File: src/wst_pkg.sv
// Shared widths, field offsets, item kinds and control/status types for the sum tree selector.
package wst_pkg;

   // Field widths of one item
   localparam int KIND_BITS  = 2;
   localparam int INDEX_BITS = 10;
   localparam int RATE_BITS  = 32;
   localparam int SUM_BITS   = 42;
   localparam int COUNT_BITS = 11;

   // Request tdata layout: index, rate_value, search_key, zero pad
   localparam int REQ_INDEX_LSB = 0;
   localparam int REQ_RATE_LSB  = REQ_INDEX_LSB + INDEX_BITS;
   localparam int REQ_KEY_LSB   = REQ_RATE_LSB + RATE_BITS;
   localparam int REQ_DATA_BITS = 88;

   // Response tdata layout: total_sum, found_index, rate_out, zero pad
   localparam int RSP_TOTAL_LSB = 0;
   localparam int RSP_FOUND_LSB = RSP_TOTAL_LSB + SUM_BITS;
   localparam int RSP_RATE_LSB  = RSP_FOUND_LSB + INDEX_BITS;
   localparam int RSP_USED_BITS = RSP_RATE_LSB + RATE_BITS;
   localparam int RSP_DATA_BITS = 88;
   localparam int RSP_PAD_BITS  = RSP_DATA_BITS - RSP_USED_BITS;

   // element_count after reset
   localparam logic [COUNT_BITS-1:0] COUNT_RESET = 11'd1024;

   typedef enum logic [KIND_BITS-1:0] {
      KIND_SET    = 2'd0,
      KIND_TOTAL  = 2'd1,
      KIND_SEARCH = 2'd2,
      KIND_READ   = 2'd3
   } kind_type;

   // How the current node pointer moves
   typedef enum logic [2:0] {
      NODE_HOLD,
      NODE_ROOT,
      NODE_LEFT,
      NODE_SIBLING,
      NODE_PARENT,
      NODE_LEAF_PARENT,
      NODE_STEP
   } node_op_type;

   // Which value the tree read port fetches
   typedef enum logic [2:0] {
      RD_NONE,
      RD_LEFT,
      RD_RIGHT,
      RD_INDEX,
      RD_NODE
   } read_sel_type;

   typedef struct packed {
      logic         load;
      logic         clr_step;
      logic         wr_leaf;
      logic         wr_sum;
      logic         set_dirty;
      logic         clr_dirty;
      logic         rd_dirty;
      logic         acc_load;
      logic         out_load;
      kind_type     out_kind;
      node_op_type  node_op;
      read_sel_type rd_sel;
   } cmd_type;

   typedef struct packed {
      logic clr_last;
      logic idx_live;
      logic dirty;
      logic is_root;
      logic is_left;
      logic kids_leaves;
   } status_type;

endpackage

File: src/wst_ctrl.sv
// Controller: sequences clearing, set weight, recompute, search and read weight over the datapath.
module wst_ctrl (
   input  logic                 clock,
   input  logic                 reset,
   input  logic                 req_tvalid,
   output logic                 req_tready,
   input  wst_pkg::kind_type    req_kind,
   output logic                 rsp_tvalid,
   input  logic                 rsp_tready,
   output wst_pkg::cmd_type     cmd,
   input  wst_pkg::status_type  stat
);

   typedef enum logic [3:0] {
      ST_CLEAR,
      ST_IDLE,
      ST_SET_LEAF,
      ST_SET_RD,
      ST_SET_CHK,
      ST_REC_RD,
      ST_REC_CHK,
      ST_REC_LEFT,
      ST_REC_RIGHT,
      ST_REC_WR,
      ST_REC_UP,
      ST_SRCH_RD,
      ST_SRCH_CMP,
      ST_READ_RD,
      ST_RESULT
   } state_type;

   state_type         state_ff, state_in;
   wst_pkg::kind_type kind_ff, kind_in;
   logic              rsp_valid_ff, rsp_valid_in;
   logic              accept;

   assign req_tready = state_ff == ST_IDLE;
   assign accept     = req_tvalid && req_tready;
   assign rsp_tvalid = rsp_valid_ff;

   // Next state and datapath commands
   always_comb begin
      state_in     = state_ff;
      kind_in      = kind_ff;
      cmd          = '0;
      cmd.out_kind = kind_ff;
      cmd.node_op  = wst_pkg::NODE_HOLD;
      cmd.rd_sel   = wst_pkg::RD_NONE;
      unique case (state_ff)
         ST_CLEAR: begin
            cmd.clr_step = 1'b1;
            if (stat.clr_last) begin
               state_in = ST_IDLE;
            end
         end
         ST_IDLE: begin
            if (accept) begin
               cmd.load = 1'b1;
               kind_in  = req_kind;
               unique case (req_kind)
                  wst_pkg::KIND_SET: state_in = ST_SET_LEAF;
                  wst_pkg::KIND_TOTAL: begin
                     cmd.node_op = wst_pkg::NODE_ROOT;
                     state_in    = ST_REC_RD;
                  end
                  wst_pkg::KIND_SEARCH: begin
                     cmd.node_op = wst_pkg::NODE_ROOT;
                     state_in    = ST_SRCH_RD;
                  end
                  wst_pkg::KIND_READ: state_in = ST_READ_RD;
                  default: state_in = ST_IDLE;
               endcase
            end
         end
         // Set weight: for a live index, write the leaf, then mark ancestors up to a dirty one or the root
         ST_SET_LEAF: begin
            if (stat.idx_live) begin
               cmd.wr_leaf = 1'b1;
               cmd.node_op = wst_pkg::NODE_LEAF_PARENT;
               state_in    = ST_SET_RD;
            end else begin
               state_in = ST_IDLE;
            end
         end
         ST_SET_RD: begin
            cmd.rd_dirty = 1'b1;
            state_in     = ST_SET_CHK;
         end
         ST_SET_CHK: begin
            if (stat.dirty) begin
               state_in = ST_IDLE;
            end else begin
               cmd.set_dirty = 1'b1;
               if (stat.is_root) begin
                  state_in = ST_IDLE;
               end else begin
                  cmd.node_op = wst_pkg::NODE_PARENT;
                  state_in    = ST_SET_RD;
               end
            end
         end
         // Recompute: post-order walk over dirty nodes
         ST_REC_RD: begin
            cmd.rd_dirty = 1'b1;
            state_in     = ST_REC_CHK;
         end
         ST_REC_CHK: begin
            if (!stat.dirty) begin
               state_in = ST_REC_UP;
            end else if (stat.kids_leaves) begin
               state_in = ST_REC_LEFT;
            end else begin
               cmd.node_op = wst_pkg::NODE_LEFT;
               state_in    = ST_REC_RD;
            end
         end
         ST_REC_LEFT: begin
            cmd.rd_sel = wst_pkg::RD_LEFT;
            state_in   = ST_REC_RIGHT;
         end
         ST_REC_RIGHT: begin
            cmd.acc_load = 1'b1;
            cmd.rd_sel   = wst_pkg::RD_RIGHT;
            state_in     = ST_REC_WR;
         end
         ST_REC_WR: begin
            cmd.wr_sum    = 1'b1;
            cmd.clr_dirty = 1'b1;
            state_in      = ST_REC_UP;
         end
         ST_REC_UP: begin
            if (stat.is_root) begin
               cmd.rd_sel = wst_pkg::RD_NODE;
               state_in   = ST_RESULT;
            end else if (stat.is_left) begin
               cmd.node_op = wst_pkg::NODE_SIBLING;
               state_in    = ST_REC_RD;
            end else begin
               cmd.node_op = wst_pkg::NODE_PARENT;
               state_in    = ST_REC_LEFT;
            end
         end
         // Search: read the left child, then compare and step down one level
         ST_SRCH_RD: begin
            cmd.rd_sel = wst_pkg::RD_LEFT;
            state_in   = ST_SRCH_CMP;
         end
         ST_SRCH_CMP: begin
            cmd.node_op = wst_pkg::NODE_STEP;
            state_in    = stat.kids_leaves ? ST_RESULT : ST_SRCH_RD;
         end
         ST_READ_RD: begin
            cmd.rd_sel = wst_pkg::RD_INDEX;
            state_in   = ST_RESULT;
         end
         // Wait for the output register to free up
         ST_RESULT: begin
            if (!rsp_valid_ff || rsp_tready) begin
               cmd.out_load = 1'b1;
               state_in     = ST_IDLE;
            end
         end
         default: state_in = ST_IDLE;
      endcase
   end

   assign rsp_valid_in = cmd.out_load ? 1'b1 : (rsp_tready ? 1'b0 : rsp_valid_ff);

   // State and registered outputs
   always_ff @(posedge clock) begin
      if (reset) begin
         state_ff     <= ST_CLEAR;
         rsp_valid_ff <= 1'b0;
         kind_ff      <= wst_pkg::KIND_SET;
      end else begin
         state_ff     <= state_in;
         rsp_valid_ff <= rsp_valid_in;
         kind_ff      <= kind_in;
      end
   end

endmodule

File: config.mk
export PLATFORM = sky130hd
export DESIGN_NAME = wst_ctrl
export DESIGN_NICKNAME = d
export VERILOG_FILES = /design/src/wst_pkg.sv /design/src/wst_ctrl.sv
export SDC_FILE = /design/constraint.sdc
export NUM_CORES = 1
export LEC_CHECK = 0
export ABC_AREA = 1
export BUFFER_PORTS_ARGS = -buffer_cell sky130_fd_sc_hd__buf_2
export CAP_MARGIN = 10
export CORE_UTILIZATION = 45
export DETAILED_ROUTE_END_ITERATION = 16
export MAX_ROUTING_LAYER = met4
export PLACE_DENSITY = 0.75
export SETUP_SLACK_MARGIN = 0.3
export SLEW_MARGIN = 20
export SYNTH_ARGS = -nofsm -noshare
export SYNTH_HDL_FRONTEND = slang
export SYNTH_SLANG_ARGS = --single-unit
File: constraint.sdc
create_clock -name clock -period 1.82 [get_ports clock]
set_clock_uncertainty 0.15 [all_clocks]
set_input_delay 0.364 -clock clock [delete_from_list [all_inputs] [get_ports clock]]
set_output_delay 0.364 -clock clock [all_outputs]
set_load 0.02 [all_outputs]
==> metrics.cfg, run 1 <==
[sta]
worstEndpointType=output port
crit_endpoint=cmd[5]

[status]
status=stopped before the end
error=[ERROR DPL-0038] Utilization greater than 100%, impossible to legalize
haltStage=global routing

[yosys]
ys_warn_count=0
netlist_area_um2=795
yosys.cell_types.count=23
synth_top_cell_area_share_pct=17.6
synth_nets=151
synth_cells=135
yosysSeqAreaShare_pct=17.6
syn_area_per_cell_um2=5.89
yosys.area.top_type=dfxtp_1
synthTopCellsByArea=dfxtp_1 (18%), nand2_1 (17%), nor2_1 (9.0%)
synth_seq_cells=7

[floorplan]
die_h_um=44.0
io_pins=31
placementRows=14
start_util_pct=50.4
fp.dieW_um=44.0

[place]
dp_hpwl_mm=1.75
io_buffers=30
dpl_cell_area_mm2=0.00103
routabilityCongestion=0.919

[clocking]
numClockSinks=7
htreeDepth=1
root_buffer=clkbuf_4
clock_path_buffers=2
cts_buffers=3

[grt]
grt_max_degree=8

## kinds of logic after synthesis
kind of cell | Yosys count | share of synthesized area, %
fa+ha+maj | 4 | 6.30
flops | 7 | 17.6
simple gates | 83 | 49.9
buf+inv | 25 | 13.7
compound gates | 16 | 12.4
## metrics by stage
step | setup slack [ns] | utilization (%) | std cells
after CTS | -0.0504 | 86.0 | 205
after detailed placement | 0.0435 | 65.3 | 181
after global placement | 0.0919 | 65.3 | 181
after floorplan | 0.231 | - | 135
## cells in the mapped netlist
cell type and n:
buf_6 1, inv_2 5, o21ai_0 2, or2_0 1
nand2_1 36, buf_4 2, o21ai_1 2, o211ai_1 3
inv_1 17, dfxtp_1 7, nand3b_1 1, o21ai_2 2
ha_1 4, nand3_1 9, nor3_1 2, nand3_2 2
nor2_2 3, a21oi_1 6, nand2_2 5, nor2_4 4
nor2_1 19, nor4_1 1, a21oi_2 1
## timing repair
item / in CTS
gates resized for setup: 48
gates cloned: 0
endpoints found under the setup margin: 18
setup buffers: 20
pin swaps: 16
endpoints found under the hold margin: 0
hold buffers: 0
==> run 2: changes to the inputs <==
Settings changed: CORE_AREA set to 2 2 63 65, CORE_UTILIZATION 45 to unset, DIE_AREA set to 0 0 65 67, MAX_ROUTING_LAYER met4 to unset, PLACE_DENSITY 0.75 to unset, PLACE_DENSITY_LB_ADDON set to 0.15, SETUP_SLACK_MARGIN 0.3 to unset.
==> metrics.cfg, run 2 <==
[status]
status=finished with violations
violations=negative setup slack

[setup_path]
startpoint_type=register
crit_path_max_fanout=4
crit_required_ns=1.31
critPathArrivalTime_ns=1.32
worstSetupEndpointType=primary output
criticalPathCategory=register to primary output

[grt]
antenna_found_initial=0
use_met3_pct=3.21
grt_util_met1_pct=14.0
grt_pass1_vias=945
grt.overflow.total=0
grt_max_degree=8
grt.met2_usage_pct=21.6
grt_pass1_wl_mm=4.07
grtUsageTotal_pct=11.8
top_usage_layer=met2

[drt]
wl_per_cell_um=10.5
drc=0
wirelength_mm=2.48
dr.pass1.iters=4
routed-via-count=1023
via_per_inst=4.35
final_antenna_net_count=0
drt_iter0_markers=20

[floorplan]
die-area_mm2=0.00436
coreArea_mm2=0.00361
io_pins=31
die_h_um=67
placementRows=22
fp.dieW_um=65
start_util_pct=22.0

[yosys]
yosys.cell_types.count=23
yosys.area.top_type=dfxtp_1
yosysSeqAreaShare_pct=17.6
synthArstFlopShare_pct=0
synth_top_cell_area_share_pct=17.6
synthFlopType=dfxtp_1
synth_top_cells_by_count=nand2_1 (36), nor2_1 (19), inv_1 (17), nand3_1 (9), dfxtp_1 (7)
netlist_area_um2=795
synthTopCellsByArea=dfxtp_1 (18%), nand2_1 (17%), nor2_1 (9.0%)
synth_seq_cells=7
synth_cells=135
ys_warn_count=0
synth-edff-count=0
synth.most_common_cell=nand2_1
syn_area_per_cell_um2=5.89
synth_nets=151

[layout]
top_register=state_ff
synthToLayoutAreaGrowth_pct=64.9
multiInputGateArea_um2=602
largest_reg_flops=4
drive_gt1_share_pct=48.1
nFillCells=400
utilization_pct=36.3
diodes=0
final_cell_mix=nand2_1 (29), buf_2 (22), buf_4 (21)
seq_area_um2=155
final_common_cell=nand2_1
instances_no_fill=235
num-nets-final=204
final_area_mm2=0.00131

[place]
dp_cells=218
io_buffers=30
routabilityCongestion=0.850
dpl_cell_area_mm2=0.00104
dp_hpwl_mm=1.98

[sta]
finalSetupViolCount=2
holdWs_ns=0.236
fin_crit_sh_pct=101
rsz0062_at_grt=yes
max_slew_margin_pct=82.6
layout_setup_ws_ns=-0.0156
worst_pin_slew_ns=0.259
post-route-min-period_ns=1.84
slew_viol_final=0
hold_viol=0
setup-tns-final_ns=-0.0291
max_freq_ghz=0.545

[clocking]
path_clk_slew_ns=0.04
clk_latency_ns=0.22
root_buffer=clkbuf_8
clock_path_buffers=2
htreeDepth=1
cts_buffers=3
tritoncts=done
numClockSinks=7

[pwr]
power_density_mw_per_mm2=687
p_leak_nw=0.726
ir_worst_vdd_mv=0.458

[min_path]
worstHoldPathType=input pin to register

[flow_run]
cap_violations=0

==> run 2: cell counts after synthesis <==
No cell type changed its count.
==> run 2: layout make-up <==
class / instances / share of cell area [%]
repair buffers: 51 / 27.3
clock buffers: 4 / 3.44
well taps: 48 / 4.58
multi-input cells: 103 / 45.9
inverters: 22 / 6.88
flip-flops and latches: 7 / 11.8
==> run 2: path summary, 6_finish.rpt <==
kind | from | end | slack [ns] | cells past startpoint
worst min register to register | kind_ff[0]$_SDFFE_PP0P_ | kind_ff[0]$_SDFFE_PP0P_ | 0.32 | 2
worst min-delay path | reset | state_ff[1]$_SDFFE_PP0P_ | 0.24 | 2
worst max-delay path | state_ff[0]$_SDFFE_PP0P_ | cmd[4] | -0.02 | 5
worst max register to register | state_ff[3]$_SDFFE_PP0P_ | state_ff[3]$_SDFFE_PP0P_ | 0.36 | 9
==> run 2: logic make-up (layout without fill, tap and decap cells) <==
family | count (synthesis) | count (layout) | synth area share (%)
simple gates | 83 | 83 | 49.9
buf+inv | 25 | 77 | 13.7
flops | 7 | 7 | 17.6
compound gates | 16 | 16 | 12.4
fa+ha+maj | 4 | 4 | 6.30
==> run 2: timing repair <==
item | in CTS | in global routing
pin swaps | 11 | 9
endpoints found under the setup margin | 11 | 11
gates cloned | 0 | 0
hold buffers | 0 | 0
setup buffers | 9 | 4
gates resized for setup | 28 | 15
==> run 2: stage by stage <==
step	total power [W]	setup WS, ns
floorplan	0.000442	0.00801
global placement	0.000578	0.0318
detailed placement	0.000575	0.0250
CTS	0.000875	-0.00247
global route	0.000969	-0.0863
finish	0.000900	-0.0156
==> run 2: metal layers <==
metal / part of all wire (%) / vias up
li1: - / 527
met1: 43 / 466
met2: 51 / 28
met3: 4.8 / 2
met4: 0.81 / 0
met5: 0 / -
==> run 2: critical path: stages, from the launching register on <==
cell and delay [ns]:
dfxtp_4 0.36, buf_6 0.12, nor2_4 0.15, nand3_2 0.10, o211ai_1 0.20, buf_4 0.17
==> run 2: power breakdown <==
| part | leakage [nW] | total [W] | internal [W] | switching, W |
|---|---|---|---|---|
| combinational | 0.644 | 0.000484 | 0.000213 | 0.000271 |
| sequential | 0.0599 | 0.000203 | 0.000173 | 0.0000299 |
| clock | 0.0228 | 0.000213 | 0.000151 | 0.0000619 |
Power figures use the tool's default switching activity.
